[config.mk]
export PLATFORM = sky130hd
export DESIGN_NAME = hsv_to_rgb_converter_unit_flat
export DESIGN_NICKNAME = d
export VERILOG_FILES = /design/src/hsvrgb_pkg.sv /design/src/hsvrgb_if.sv /design/src/hsv_to_rgb_converter_unit.sv /design/src/hsvrgb_scale.sv /design/src/flat_wrapper.sv
export SDC_FILE = /design/constraint.sdc
export NUM_CORES = 2
export LEC_CHECK = 0
export ABC_AREA = 1
export BUFFER_PORTS_ARGS = -buffer_cell sky130_fd_sc_hd__buf_2
export CAP_MARGIN = 20
export CORE_ASPECT_RATIO = 0.9
export CORE_MARGIN = 8
export CORE_UTILIZATION = 45
export DETAILED_ROUTE_END_ITERATION = 12
export PLACE_DENSITY = 0.59
export SLEW_MARGIN = 20
export SYNTH_ARGS = -nofsm -noshare
export SYNTH_HDL_FRONTEND = slang
export SYNTH_SLANG_ARGS = --single-unit
[constraint.sdc]
create_clock -name clk -period 21.1 [get_ports clk]
set_input_delay 1.055 -clock clk [delete_from_list [all_inputs] [get_ports clk]]
set_output_delay 1.055 -clock clk [all_outputs]
set_load 0.03 [all_outputs]
[src/hsvrgb_pkg.sv]
// Shared types and constants for the HSV to RGB pixel converter.
package hsvrgb_pkg;

  localparam logic [14:0] HUE_TURN   = 15'd23040;  // 360 degrees in 1/64 steps
  localparam logic [14:0] HUE_SECTOR = 15'd3840;   // 60 degrees in 1/64 steps
  localparam logic [12:0] Q12_ONE    = 13'd4096;
  localparam logic [20:0] CHAN_SCALE = 21'd255;
  localparam logic [20:0] HALF_Q12   = 21'd2048;
  // Level width for 1.0: Q12_ONE * HUE_SECTOR
  localparam logic [23:0] LEVEL_FULL = 24'd15728640;
  // Rounding bias: half of 2^24 * 3840, i.e. 15 * 2^31
  localparam logic [44:0] ROUND_BIAS = 45'd32212254720;
  // ceil(2^16 / 15) - 1, used as (m + 1) * RECIP15 >> 16 for m / 15
  localparam logic [12:0] RECIP15    = 13'd4369;

  typedef logic [2:0] sector_t;

  localparam sector_t SEC_RY = 3'd0;  // red to yellow
  localparam sector_t SEC_YG = 3'd1;  // yellow to green
  localparam sector_t SEC_GC = 3'd2;  // green to cyan
  localparam sector_t SEC_CB = 3'd3;  // cyan to blue
  localparam sector_t SEC_BM = 3'd4;  // blue to magenta
  localparam sector_t SEC_MR = 3'd5;  // magenta to red

  typedef struct packed {
    logic [14:0] hue;
    logic [12:0] saturation;
    logic [12:0] brightness;
  } pixel_in_t;

  typedef struct packed {
    logic [7:0] red;
    logic [7:0] green;
    logic [7:0] blue;
  } pixel_out_t;

  // Load enables for the two register stages inside a scaling lane
  typedef struct packed {
    logic prod_ld;
    logic coarse_ld;
  } lane_en_t;

endpackage

[src/hsvrgb_if.sv]
// Valid/ready channel interfaces for pixel beats in and out.
interface hsvrgb_in_if;
  logic                  valid;
  logic                  ready;
  hsvrgb_pkg::pixel_in_t data;

  modport source (output valid, output data, input ready);
  modport sink   (input valid, input data, output ready);
endinterface

interface hsvrgb_out_if;
  logic                   valid;
  logic                   ready;
  hsvrgb_pkg::pixel_out_t data;

  modport source (output valid, output data, input ready);
  modport sink   (input valid, input data, output ready);
endinterface

[src/hsv_to_rgb_converter_unit.sv]
// HSV to RGB pixel converter: five-stage pipeline, one pixel per clock unless the receiver stalls.
//
// in_chan carries one pixel per beat: hue in 1/64 degree (0..360, values
// above wrap once), saturation and brightness as Q1.12 (above 1.0 clamp).
// out_chan carries 8-bit red, green and blue, each rounded half up.
// Both channels are valid/ready; a beat moves when both are high.
//
// Throughput is one pixel per clock when the receiver keeps ready high; the
// stages are sector split, level widths, brightness multiply, rounding, and
// the divide by 15 plus channel select into the output register.
//
// Every stage has its own valid bit and advances when it is empty or the
// stage after it advances, so bubbles close up and a stalled receiver only
// holds the stages that are full. in_chan.ready drops only when all five
// stages hold a pixel. Nothing is stored between pixels.
//
// Synchronous reset clears all valid bits; the output is empty after reset.
module hsv_to_rgb_converter_unit (
  input  logic            clk,
  input  logic            rst_n,
  hsvrgb_in_if.sink       in_chan,
  hsvrgb_out_if.source    out_chan
);

  // stage 1: wrapped hue split into sector and position
  logic                  vld1_r;
  hsvrgb_pkg::sector_t   sec1_r;
  logic [11:0]           t1_r;
  logic [12:0]           sat1_r;
  logic [12:0]           val1_r;
  // stage 2: level widths
  logic                  vld2_r;
  hsvrgb_pkg::sector_t   sec2_r;
  logic [23:0]           wmid2_r;
  logic [23:0]           wlow2_r;
  logic [12:0]           val2_r;
  // stages 3 and 4: lanes hold products and coarse quotients
  logic                  vld3_r;
  hsvrgb_pkg::sector_t   sec3_r;
  logic [7:0]            full3_r;
  logic                  vld4_r;
  hsvrgb_pkg::sector_t   sec4_r;
  logic [7:0]            full4_r;
  // stage 5: output register
  logic                  vld5_r;
  hsvrgb_pkg::pixel_out_t out_r;
  hsvrgb_pkg::pixel_out_t out_nxt;

  logic rdy1, rdy2, rdy3, rdy4, rdy5;
  logic ld1, ld2, ld3, ld4, ld5;

  logic [14:0]         hue_wrap;
  logic [12:0]         sat_clamp;
  logic [12:0]         val_clamp;
  logic [2:0]          sec_cnt;
  hsvrgb_pkg::sector_t sec_nxt;
  logic [14:0]         sec_base;
  logic [14:0]         frac_w;
  logic [14:0]         t_wide;
  logic [11:0]         t_nxt;
  logic [25:0]         wmid_sum;
  logic [25:0]         wlow_prod;
  logic [20:0]         full_sum;
  logic [7:0]          full_nxt;
  logic [7:0]          mid_chan;
  logic [7:0]          low_chan;
  hsvrgb_pkg::lane_en_t lane_en;

  // handshake: a stage takes a new beat when empty or draining
  assign rdy5 = !vld5_r || out_chan.ready;
  assign rdy4 = !vld4_r || rdy5;
  assign rdy3 = !vld3_r || rdy4;
  assign rdy2 = !vld2_r || rdy3;
  assign rdy1 = !vld1_r || rdy2;

  assign ld1 = rdy1 && in_chan.valid;
  assign ld2 = rdy2 && vld1_r;
  assign ld3 = rdy3 && vld2_r;
  assign ld4 = rdy4 && vld3_r;
  assign ld5 = rdy5 && vld4_r;

  assign in_chan.ready  = rdy1;
  assign out_chan.valid = vld5_r;
  assign out_chan.data  = out_r;

  always_ff @(posedge clk) begin
    if (!rst_n) begin
      vld1_r <= 1'b0;
      vld2_r <= 1'b0;
      vld3_r <= 1'b0;
      vld4_r <= 1'b0;
      vld5_r <= 1'b0;
    end else begin
      if (rdy1) vld1_r <= in_chan.valid;
      if (rdy2) vld2_r <= vld1_r;
      if (rdy3) vld3_r <= vld2_r;
      if (rdy4) vld4_r <= vld3_r;
      if (rdy5) vld5_r <= vld4_r;
    end
  end

  // stage 1 logic: clamp, wrap, split hue into sector and position
  always_comb begin
    sat_clamp = (in_chan.data.saturation > hsvrgb_pkg::Q12_ONE) ?
                hsvrgb_pkg::Q12_ONE : in_chan.data.saturation;
    val_clamp = (in_chan.data.brightness > hsvrgb_pkg::Q12_ONE) ?
                hsvrgb_pkg::Q12_ONE : in_chan.data.brightness;
    hue_wrap  = (in_chan.data.hue >= hsvrgb_pkg::HUE_TURN) ?
                in_chan.data.hue - hsvrgb_pkg::HUE_TURN : in_chan.data.hue;
    sec_cnt = 3'd0;
    for (int k = 1; k < 6; k++) begin
      if (hue_wrap >= 15'(k) * hsvrgb_pkg::HUE_SECTOR) begin
        sec_cnt = sec_cnt + 3'd1;
      end
    end
    sec_nxt  = sec_cnt;
    sec_base = 15'(sec_cnt) * hsvrgb_pkg::HUE_SECTOR;
    frac_w   = hue_wrap - sec_base;
    // odd sectors fall from full to low
    t_wide   = sec_cnt[0] ? hsvrgb_pkg::HUE_SECTOR - frac_w : frac_w;
    t_nxt    = t_wide[11:0];
  end

  always_ff @(posedge clk) begin
    if (ld1) begin
      sec1_r <= sec_nxt;
      t1_r   <= t_nxt;
      sat1_r <= sat_clamp;
      val1_r <= val_clamp;
    end
  end

  // stage 2 logic: mid = S*t + (1-S)*sector, low = (1-S)*sector
  assign wlow_prod = 26'(hsvrgb_pkg::Q12_ONE - sat1_r) * 26'(hsvrgb_pkg::HUE_SECTOR);
  assign wmid_sum  = 26'(sat1_r) * 26'(t1_r) + wlow_prod;

  always_ff @(posedge clk) begin
    if (ld2) begin
      sec2_r  <= sec1_r;
      val2_r  <= val1_r;
      wmid2_r <= wmid_sum[23:0];
      wlow2_r <= wlow_prod[23:0];
    end
  end

  // full level needs no divide by 15: round V * 255 / 4096 directly
  assign full_sum = 21'(val2_r) * hsvrgb_pkg::CHAN_SCALE + hsvrgb_pkg::HALF_Q12;
  assign full_nxt = full_sum[19:12];

  assign lane_en.prod_ld   = ld3;
  assign lane_en.coarse_ld = ld4;

  hsvrgb_scale u_mid (
    .clk     (clk),
    .en      (lane_en),
    .value   (val2_r),
    .level_w (wmid2_r),
    .chan    (mid_chan)
  );

  hsvrgb_scale u_low (
    .clk     (clk),
    .en      (lane_en),
    .value   (val2_r),
    .level_w (wlow2_r),
    .chan    (low_chan)
  );

  always_ff @(posedge clk) begin
    if (ld3) begin
      sec3_r  <= sec2_r;
      full3_r <= full_nxt;
    end
    if (ld4) begin
      sec4_r  <= sec3_r;
      full4_r <= full3_r;
    end
  end

  // stage 5 logic: route full, mid and low by sector
  always_comb begin
    case (sec4_r)
      hsvrgb_pkg::SEC_RY: out_nxt = '{red: full4_r,  green: mid_chan, blue: low_chan};
      hsvrgb_pkg::SEC_YG: out_nxt = '{red: mid_chan, green: full4_r,  blue: low_chan};
      hsvrgb_pkg::SEC_GC: out_nxt = '{red: low_chan, green: full4_r,  blue: mid_chan};
      hsvrgb_pkg::SEC_CB: out_nxt = '{red: low_chan, green: mid_chan, blue: full4_r};
      hsvrgb_pkg::SEC_BM: out_nxt = '{red: mid_chan, green: low_chan, blue: full4_r};
      default:            out_nxt = '{red: full4_r,  green: low_chan, blue: mid_chan};
    endcase
  end

  always_ff @(posedge clk) begin
    if (ld5) begin
      out_r <= out_nxt;
    end
  end

  // after reset the pipeline is empty
  assert property (@(posedge clk) !rst_n |=> !vld1_r && !vld5_r)
    else $error("pipeline not empty after reset");

  // position within a sector never exceeds one sector
  assert property (@(posedge clk) disable iff (!rst_n)
    vld1_r |-> (sec1_r <= hsvrgb_pkg::SEC_MR) && (12'(t1_r) <= 12'(hsvrgb_pkg::HUE_SECTOR)))
    else $error("sector split out of range");

  // level widths stay ordered: low <= mid <= full
  assert property (@(posedge clk) disable iff (!rst_n)
    vld2_r |-> (wlow2_r <= wmid2_r) && (wmid2_r <= hsvrgb_pkg::LEVEL_FULL))
    else $error("level widths out of order");

  // input stalls only when every stage holds a pixel
  assert property (@(posedge clk) disable iff (!rst_n)
    !in_chan.ready |-> vld1_r && vld2_r && vld3_r && vld4_r && vld5_r)
    else $error("input stalled with an empty stage");

  // a stage that held a beat and could not drain still holds it
  assert property (@(posedge clk) disable iff (!rst_n)
    vld3_r && !rdy4 |=> vld3_r && $stable(sec3_r) && $stable(full3_r))
    else $error("stage 3 lost a beat under stall");

endmodule

[src/hsvrgb_scale.sv]
// Scaling lane: turns brightness and a level width into an 8-bit channel.
module hsvrgb_scale (
  input  logic                 clk,
  input  hsvrgb_pkg::lane_en_t en,
  input  logic [12:0]          value,
  input  logic [23:0]          level_w,
  output logic [7:0]           chan
);

  logic [35:0] prod_r;
  logic [35:0] prod_nxt;
  logic [11:0] coarse_r;
  logic [11:0] coarse_nxt;
  logic [44:0] sum_w;
  logic [25:0] div_w;

  assign prod_nxt = 36'(37'(value) * 37'(level_w));

  // level * 255 + half, then drop the 2^32 part of the 15 * 2^32 divisor
  assign sum_w      = (45'(prod_r) << 8) - 45'(prod_r) + hsvrgb_pkg::ROUND_BIAS;
  assign coarse_nxt = sum_w[43:32];

  // divide by 15 through the reciprocal; exact for coarse values up to 3840
  assign div_w = (26'(coarse_r) + 26'd1) * 26'(hsvrgb_pkg::RECIP15);
  assign chan  = div_w[23:16];

  always_ff @(posedge clk) begin
    if (en.prod_ld) begin
      prod_r <= prod_nxt;
    end
    if (en.coarse_ld) begin
      coarse_r <= coarse_nxt;
    end
  end

endmodule

[src/flat_wrapper.sv]
// flat-port wrapper written by rule: the top's interface ports become plain ports
module hsv_to_rgb_converter_unit_flat 
  (clk, rst_n, in_chan_valid, in_chan_data, in_chan_ready, out_chan_valid, out_chan_data, out_chan_ready);
  hsvrgb_in_if in_chan_i ();
  hsvrgb_out_if out_chan_i ();
  input  logic clk;
  input  logic rst_n;
  input wire logic [$bits(in_chan_i.valid)-1:0] in_chan_valid;
  input wire logic [$bits(in_chan_i.data)-1:0] in_chan_data;
  output wire logic [$bits(in_chan_i.ready)-1:0] in_chan_ready;
  output wire logic [$bits(out_chan_i.valid)-1:0] out_chan_valid;
  output wire logic [$bits(out_chan_i.data)-1:0] out_chan_data;
  input wire logic [$bits(out_chan_i.ready)-1:0] out_chan_ready;
  assign in_chan_i.valid = in_chan_valid;
  assign in_chan_i.data = in_chan_data;
  assign in_chan_ready = in_chan_i.ready;
  assign out_chan_valid = out_chan_i.valid;
  assign out_chan_data = out_chan_i.data;
  assign out_chan_i.ready = out_chan_ready;
  hsv_to_rgb_converter_unit u_core (.clk(clk), .rst_n(rst_n), .in_chan(in_chan_i), .out_chan(out_chan_i));
endmodule
# [After elaboration in Yosys (flattened, before gate mapping)]
# Cells that the tools add are included.
[totals] reg_bits=244 word_cells=84
[classes] n_addsub=16 multipliers=8 order_cmp=8 eq_ne=4 n_mux=8 n_reduce_logical=16
[ops] op="case mux 24 bit (5 select lines)" count=1
[ops] op="adder 44 x 35 -> 44 bit, second input constant" count=2
[ops] op="subtractor 44 x 36 -> 44 bit" count=2
[ops] op="multiplier 13 x 13 -> 24 bit, second input constant" count=2
[ops] op="multiplier 13 x 24 -> 36 bit" count=1
[ops] op="greater-or-equal comparator 15 x 14 -> 1 bit, second input constant" count=2
[ops] op="greater-or-equal comparator 15 bit, second input constant" count=2
[ops] op="multiplier 13 x 16 -> 28 bit" count=1
[ops] op="adder 12 x 1 -> 13 bit, second input constant" count=2
[ops] op="greater-than comparator 13 bit, second input constant" count=2
[ops] op="multiplier 26 x 4 -> 16 bit, second input constant" count=1
[ops] op="adder 24 bit" count=1
[ops] op="multiplier 13 x 12 -> 24 bit" count=1
[ops] op="adder 20 x 12 -> 20 bit, second input constant" count=1
[ops] op="multiplier 13 x 8 -> 20 bit, second input constant" count=1
[ops] op="greater-or-equal comparator 15 x 12 -> 1 bit, second input constant" count=1
[ops] op="greater-or-equal comparator 15 x 13 -> 1 bit, second input constant" count=1
[ops] op="two-way mux 15 bit" count=1
[ops] op="subtractor 15 bit, second input constant" count=1
[ops] op="subtractor 13 x 13 -> 14 bit, first input constant" count=1
[ops] op="two-way mux 12 bit" count=1
[ops] op="two-way mux 3 bit" count=4
[ops] op="subtractor 12 bit" count=1
[ops] op="subtractor 12 bit, first input constant" count=1
[ops] op="11 further kinds" count=26

# [Logic depth before layout (Yosys ltp)]
[depth] ltp_word=16 mapped_depth=38

# [Modules after synthesis]
# A second synthesis with hierarchy kept.
[unflattened] cells_unflattened=6472 area_unflattened_um2=48711.7
[modules_own_cells] mod="hsvrgb_scale at u_core.u_low" n_inst=1 cells_each=2410 area_each_um2=16691.0 seq_area_each_um2=1441.4
[modules_own_cells] mod="hsvrgb_scale at u_core.u_mid" n_inst=1 cells_each=2400 area_each_um2=16564.6 seq_area_each_um2=1441.4
[modules_own_cells] mod="hsv_to_rgb_converter_unit" n_inst=1 cells_each=1662 area_each_um2=15456.1 seq_area_each_um2=4394.2

# [Worst setup path after synthesis]
# No wires, ideal clock.
[synth_path] kind="register -> register" startpoint="register u_core.sat1_r[0]" endpoint="register u_core.wmid2_r[21], data pin" setup_time_ns=0.257 arrival_time_ns=6.424 t_required_ns=20.843 setup_slack_ns=14.419 stages_incl_launch_ff=31 n_path_buf=2 synth_period_minus_slack_ns=6.681 cell_sequence="edfxtp_1 > clkbuf_1 > clkbuf_1 > inv_1 > ha_1 > nand2_1 > nor2_1 > xnor2_1 > inv_1 > fa_1 > inv_1 > ha_1 > a21oi_1 > nand2_1 > xor2_1 > fa_1 > inv_1 > fa_1 > fa_1 > fa_1 > inv_1 > ha_1 > nand2_1 > nor2_1 > nand2_1 > o211ai_1 > nor2_1 > o21bai_1 > nand3_1 > nand2_1 > xor2_1"
[synth_between] elab_chain_cells=3 word_cells_on_any_way=4 cone_classes="add/sub: 2; mul: 2"
[synth_rtl] element="start, declared" line_no="hsv_to_rgb_converter_unit.sv:29" rtl="logic [12:0] sat1_r;"
[synth_rtl] element="start signal, assigned" line_no="hsv_to_rgb_converter_unit.sv:128" rtl="sat1_r <= sat_clamp;"
[synth_rtl] element="subtractor 13 x 13 -> 14 bit" line_no="hsv_to_rgb_converter_unit.sv:134" rtl="assign wlow_prod = 26'(hsvrgb_pkg::Q12_ONE - sat1_r) * 26'(hsvrgb_pkg::HUE_SECTOR);"
[synth_rtl] element="multiplier 26 x 4 -> 16 bit" line_no="hsv_to_rgb_converter_unit.sv:134"
[synth_rtl] element="via u_core.wlow_prod[13]" line_no="hsv_to_rgb_converter_unit.sv:62" rtl="logic [25:0] wlow_prod;"
[synth_rtl] element="adder 24 bit" line_no="hsv_to_rgb_converter_unit.sv:135" rtl="assign wmid_sum = 26'(sat1_r) * 26'(t1_r) + wlow_prod;"
[synth_rtl] element="via u_core.wmid_sum[21]" line_no="hsv_to_rgb_converter_unit.sv:61" rtl="logic [25:0] wmid_sum;"
[synth_rtl] element="end signal, assigned" line_no="hsv_to_rgb_converter_unit.sv:141" rtl="wmid2_r <= wmid_sum[23:0];"
[synth_rtl] element="end, declared" line_no="hsv_to_rgb_converter_unit.sv:34" rtl="logic [23:0] wmid2_r;"
# The timed path passes the listed nets, and every way through them passes these cells.
# A chain may end at the register's enable or synchronous reset.

# [Worst setup path after layout]
[layout_path] startpoint="register u_core.sat1_r[0]" endpoint="register u_core.wmid2_r[23], data pin"
# Same word-level chain as after synthesis.

==> results.md <==
* Outcome: finished, final reports clean
* Vias per inst at 4.99
* Top cell by count, worst path: inv_1
* Routed wire length at 99.1 mm
* Rel. slew slack at 46.5%
* Share of cells above drive strength 1 at 3.86%
* Deepest clock path buffer count at 3
* Die width at 337 um
* Post-CTS Hold Buffers at 0
* Finished Layout Cells at 6320
* Post-CTS setup buffer count at 0
* Root Driver: clkbuf_16
* CP max FO at 19
* WL/cell at 15.7 um
* Layout Skew at 36.3 ps
* F_max at 0.135 GHz
* Final hold vios at 0
* H-tree depth at 1
* Critical path's largest stage delay at 720 ps
* Setup-failing EPs final at 0
* Main flop type after synthesis: edfxtp_1
* WHS Endpoint: u_core.val2_r[3]
* Initial DRC count at 1676
* GPL Wtd Cong at 0.865
* Post-Syn Nets at 6224
* DRC violations left at 0
* Chip height at 305 um
* Pin count of the biggest net entering global routing at 64
* Avg Inst Size Synth at 8.25 um2
* IO Count at 71
* Area growth syn-to-layout at 6.01%
* Grt total ovfl at 0
* CTS Sinks at 236
* Hold path depth at 0
* Worst Path Arrival at 7730 ps
* Gate Count Post-Synth at 5074
* Dpl ws at 13700 ps
* Cell Rows at 106
* Slowest cell on the critical path: edfxtp_1
* Reg2Reg Capture Point: u_core.wmid2_r[23]
* TritonCTS clock tree: done
* Netlist cell types at 54
* Initial DRT Pass Iterations at 6
* # nets final at 6204
* Starting density of the core at 45.2%
* Sequential fraction of the synthesis area at 16.8%
* Post-synth EDFFs at 231
* Setup crit start kind: flop
* Worst R2R Path Depth at 28
* Yosys reg bits at 236
* Commonest non-fill, non-tap cell in the layout: inv_1
* Critical R2R Launch: u_core.sat1_r[0]
* Final worst slack at 13680 ps
* First-pass GRT wire length at 166 mm
* RSZ-0062 raised after global routing: no
* Worst Hold Class: flop to flop
* DP HPWL at 80.4 mm
* Yosys warns at 0
* ANT nets after route at 0
* Max Cap Viol at 0
* Flop2flop setup slack at 13680 ps
* Hold_sp: u_core.val1_r[3]
* Fin crit share at 35.2%
* CTS Buf Count at 30
* Placed insts at 6264
* # fillers at 9124
* Clock latency on the worst-skew pair at 610 ps
* Worst setup EP type: flop
* Clock-pin slew on the worst setup and hold paths at 60 ps
* Initial antenna violation count at 1
* Min Tclk post-route at 7420 ps
* Ys async rst share at 0%
* Worst slew pin tran at 802 ps
* Vias post-DR at 31560
* Worst endpoint required time at 21410 ps
* Critical path class: flop to flop
* Mapped cell area at 0.0419 mm2
* Die area at 0.103 mm2
* Vias in the first global route at 32667
* Core footprint at 0.0926 mm2
* Overall Global Routing Usage at 19.6%
* IO Port Bufs at 70
* Post-Route Setup TNS at 0 ps
* Fin. max-slew vios at 0
* Post-CTS Resized at 0
* Most frequent cells in the layout: 1291 x inv_1, 1166 x nand2_1, 605 x fa_1
[layer usage]
layer | GRT usage (%) | vias to the layer above | wire length, um
met5 | 0 | - | 0
met4 | 3.81 | 0 | 1930
met3 | 2.69 | 115 | 4860
met2 | 32.1 | 707 | 45000
met1 | 27.8 | 15333 | 47400
li1 | - | 15405 | -
[cell usage after synthesis, drive strengths merged, types with 5 or more instances]
master / n / area (um2)
a21o: 22 / 165
dfxtp: 5 / 100
a31oi: 27 / 169
nand3: 196 / 1080
nand2: 1185 / 4530
nor4: 10 / 62.6
o21bai: 15 / 113
o211ai: 6 / 45.0
a21boi: 6 / 45.0
xnor2: 50 / 438
nor3: 39 / 195
a21oi: 203 / 1020
nand4: 35 / 219
clkbuf: 136 / 510
o221ai: 5 / 43.8
xor2: 138 / 1210
edfxtp: 231 / 6940
buf: 5 / 45.0
fa: 605 / 12100
nand3b: 9 / 67.6
o21a: 6 / 45.0
a31o: 5 / 43.8
ha: 500 / 6260
inv: 1296 / 4860
o21ai: 98 / 490
nor2: 213 / 821
[sequential cells by signal, summed over array words and instances, names as in the netlist, 3 cells and up]
| register | cells |
|---|---|
| u_core.u_mid.coarse_r | 12 |
| u_core.sec1_r | 3 |
| u_core.wlow2_r | 16 |
| u_core.out_chan.data | 24 |
| u_core.wmid2_r | 24 |
| u_core.sec3_r | 3 |
| u_core.full4_r | 8 |
| u_core.sat1_r | 13 |
| u_core.t1_r | 12 |
| u_core.sec4_r | 3 |
| u_core.full3_r | 8 |
| u_core.u_low.prod_r | 28 |
| u_core.val2_r | 13 |
| u_core.val1_r | 13 |
| u_core.sec2_r | 3 |
| u_core.u_mid.prod_r | 36 |
| u_core.u_low.coarse_r | 12 |
[worst max-delay path: cells and delay by family, from the launching register on]
kind	cells	cell delay (ps)
XOR/XNOR	3	630
flip-flops	1	720
AND/OR/NAND/NOR	8	1420
buffers and inverters	7	590
adder cells (fa/ha/maj)	6	2820
AO/OA/AOI/OAI	4	930
[metrics by stage]
step	cell area (um2)	utilization, %	hold slack, ps
floorplan	41900	-	400
global placement	43400	46.8	401
detailed placement	43400	46.8	405
CTS	44400	47.9	406
global route	44400	47.9	420
finish	44400	47.9	408
[cell type report]
cell class / count / area, um2 / area share, %
Sequential cell: 236 / 7040 / 15.9
Tap cell: 1242 / 1550 / 3.50
Clock inverter: 23 / 245 / 0.553
Timing Repair Buffer: 89 / 493 / 1.11
Clock buffer: 32 / 758 / 1.71
Antenna cell: 1 / 2.50 / 0.00564
Inverter: 1298 / 4870 / 11.0
Multi-Input combinational cell: 3399 / 29400 / 66.3
[cells by family after synthesis]
| logic type | synth area share [%] |
|---|---|
| AOI/OAI and AO/OA | 5.49 |
| xor gates and xnor gates | 3.99 |
| adders and majority gates | 43.9 |
| buffers and inverters | 13.0 |
| DFF | 16.8 |
| and+or+nand+nor | 16.9 |
[how the worst max path moves through the flow]
stage,slack [ps],cells past startpoint,endpoint,startpoint
floorplan,14420,30,u_core.wmid2_r[21],u_core.sat1_r[0]
global placement,13810,26,u_core.wmid2_r[23],u_core.sat1_r[0]
detailed placement,13700,26,u_core.wmid2_r[23],u_core.sat1_r[0]
CTS,13650,26,u_core.wmid2_r[23],u_core.sat1_r[0]
global route,12880,26,u_core.wmid2_r[23],u_core.sat1_r[0]
finish,13680,28,u_core.wmid2_r[23],u_core.sat1_r[0]
Power is left out: the tool's default activity adds up to more than one toggle a clock period on the data nets, which glitch-free logic cannot reach.
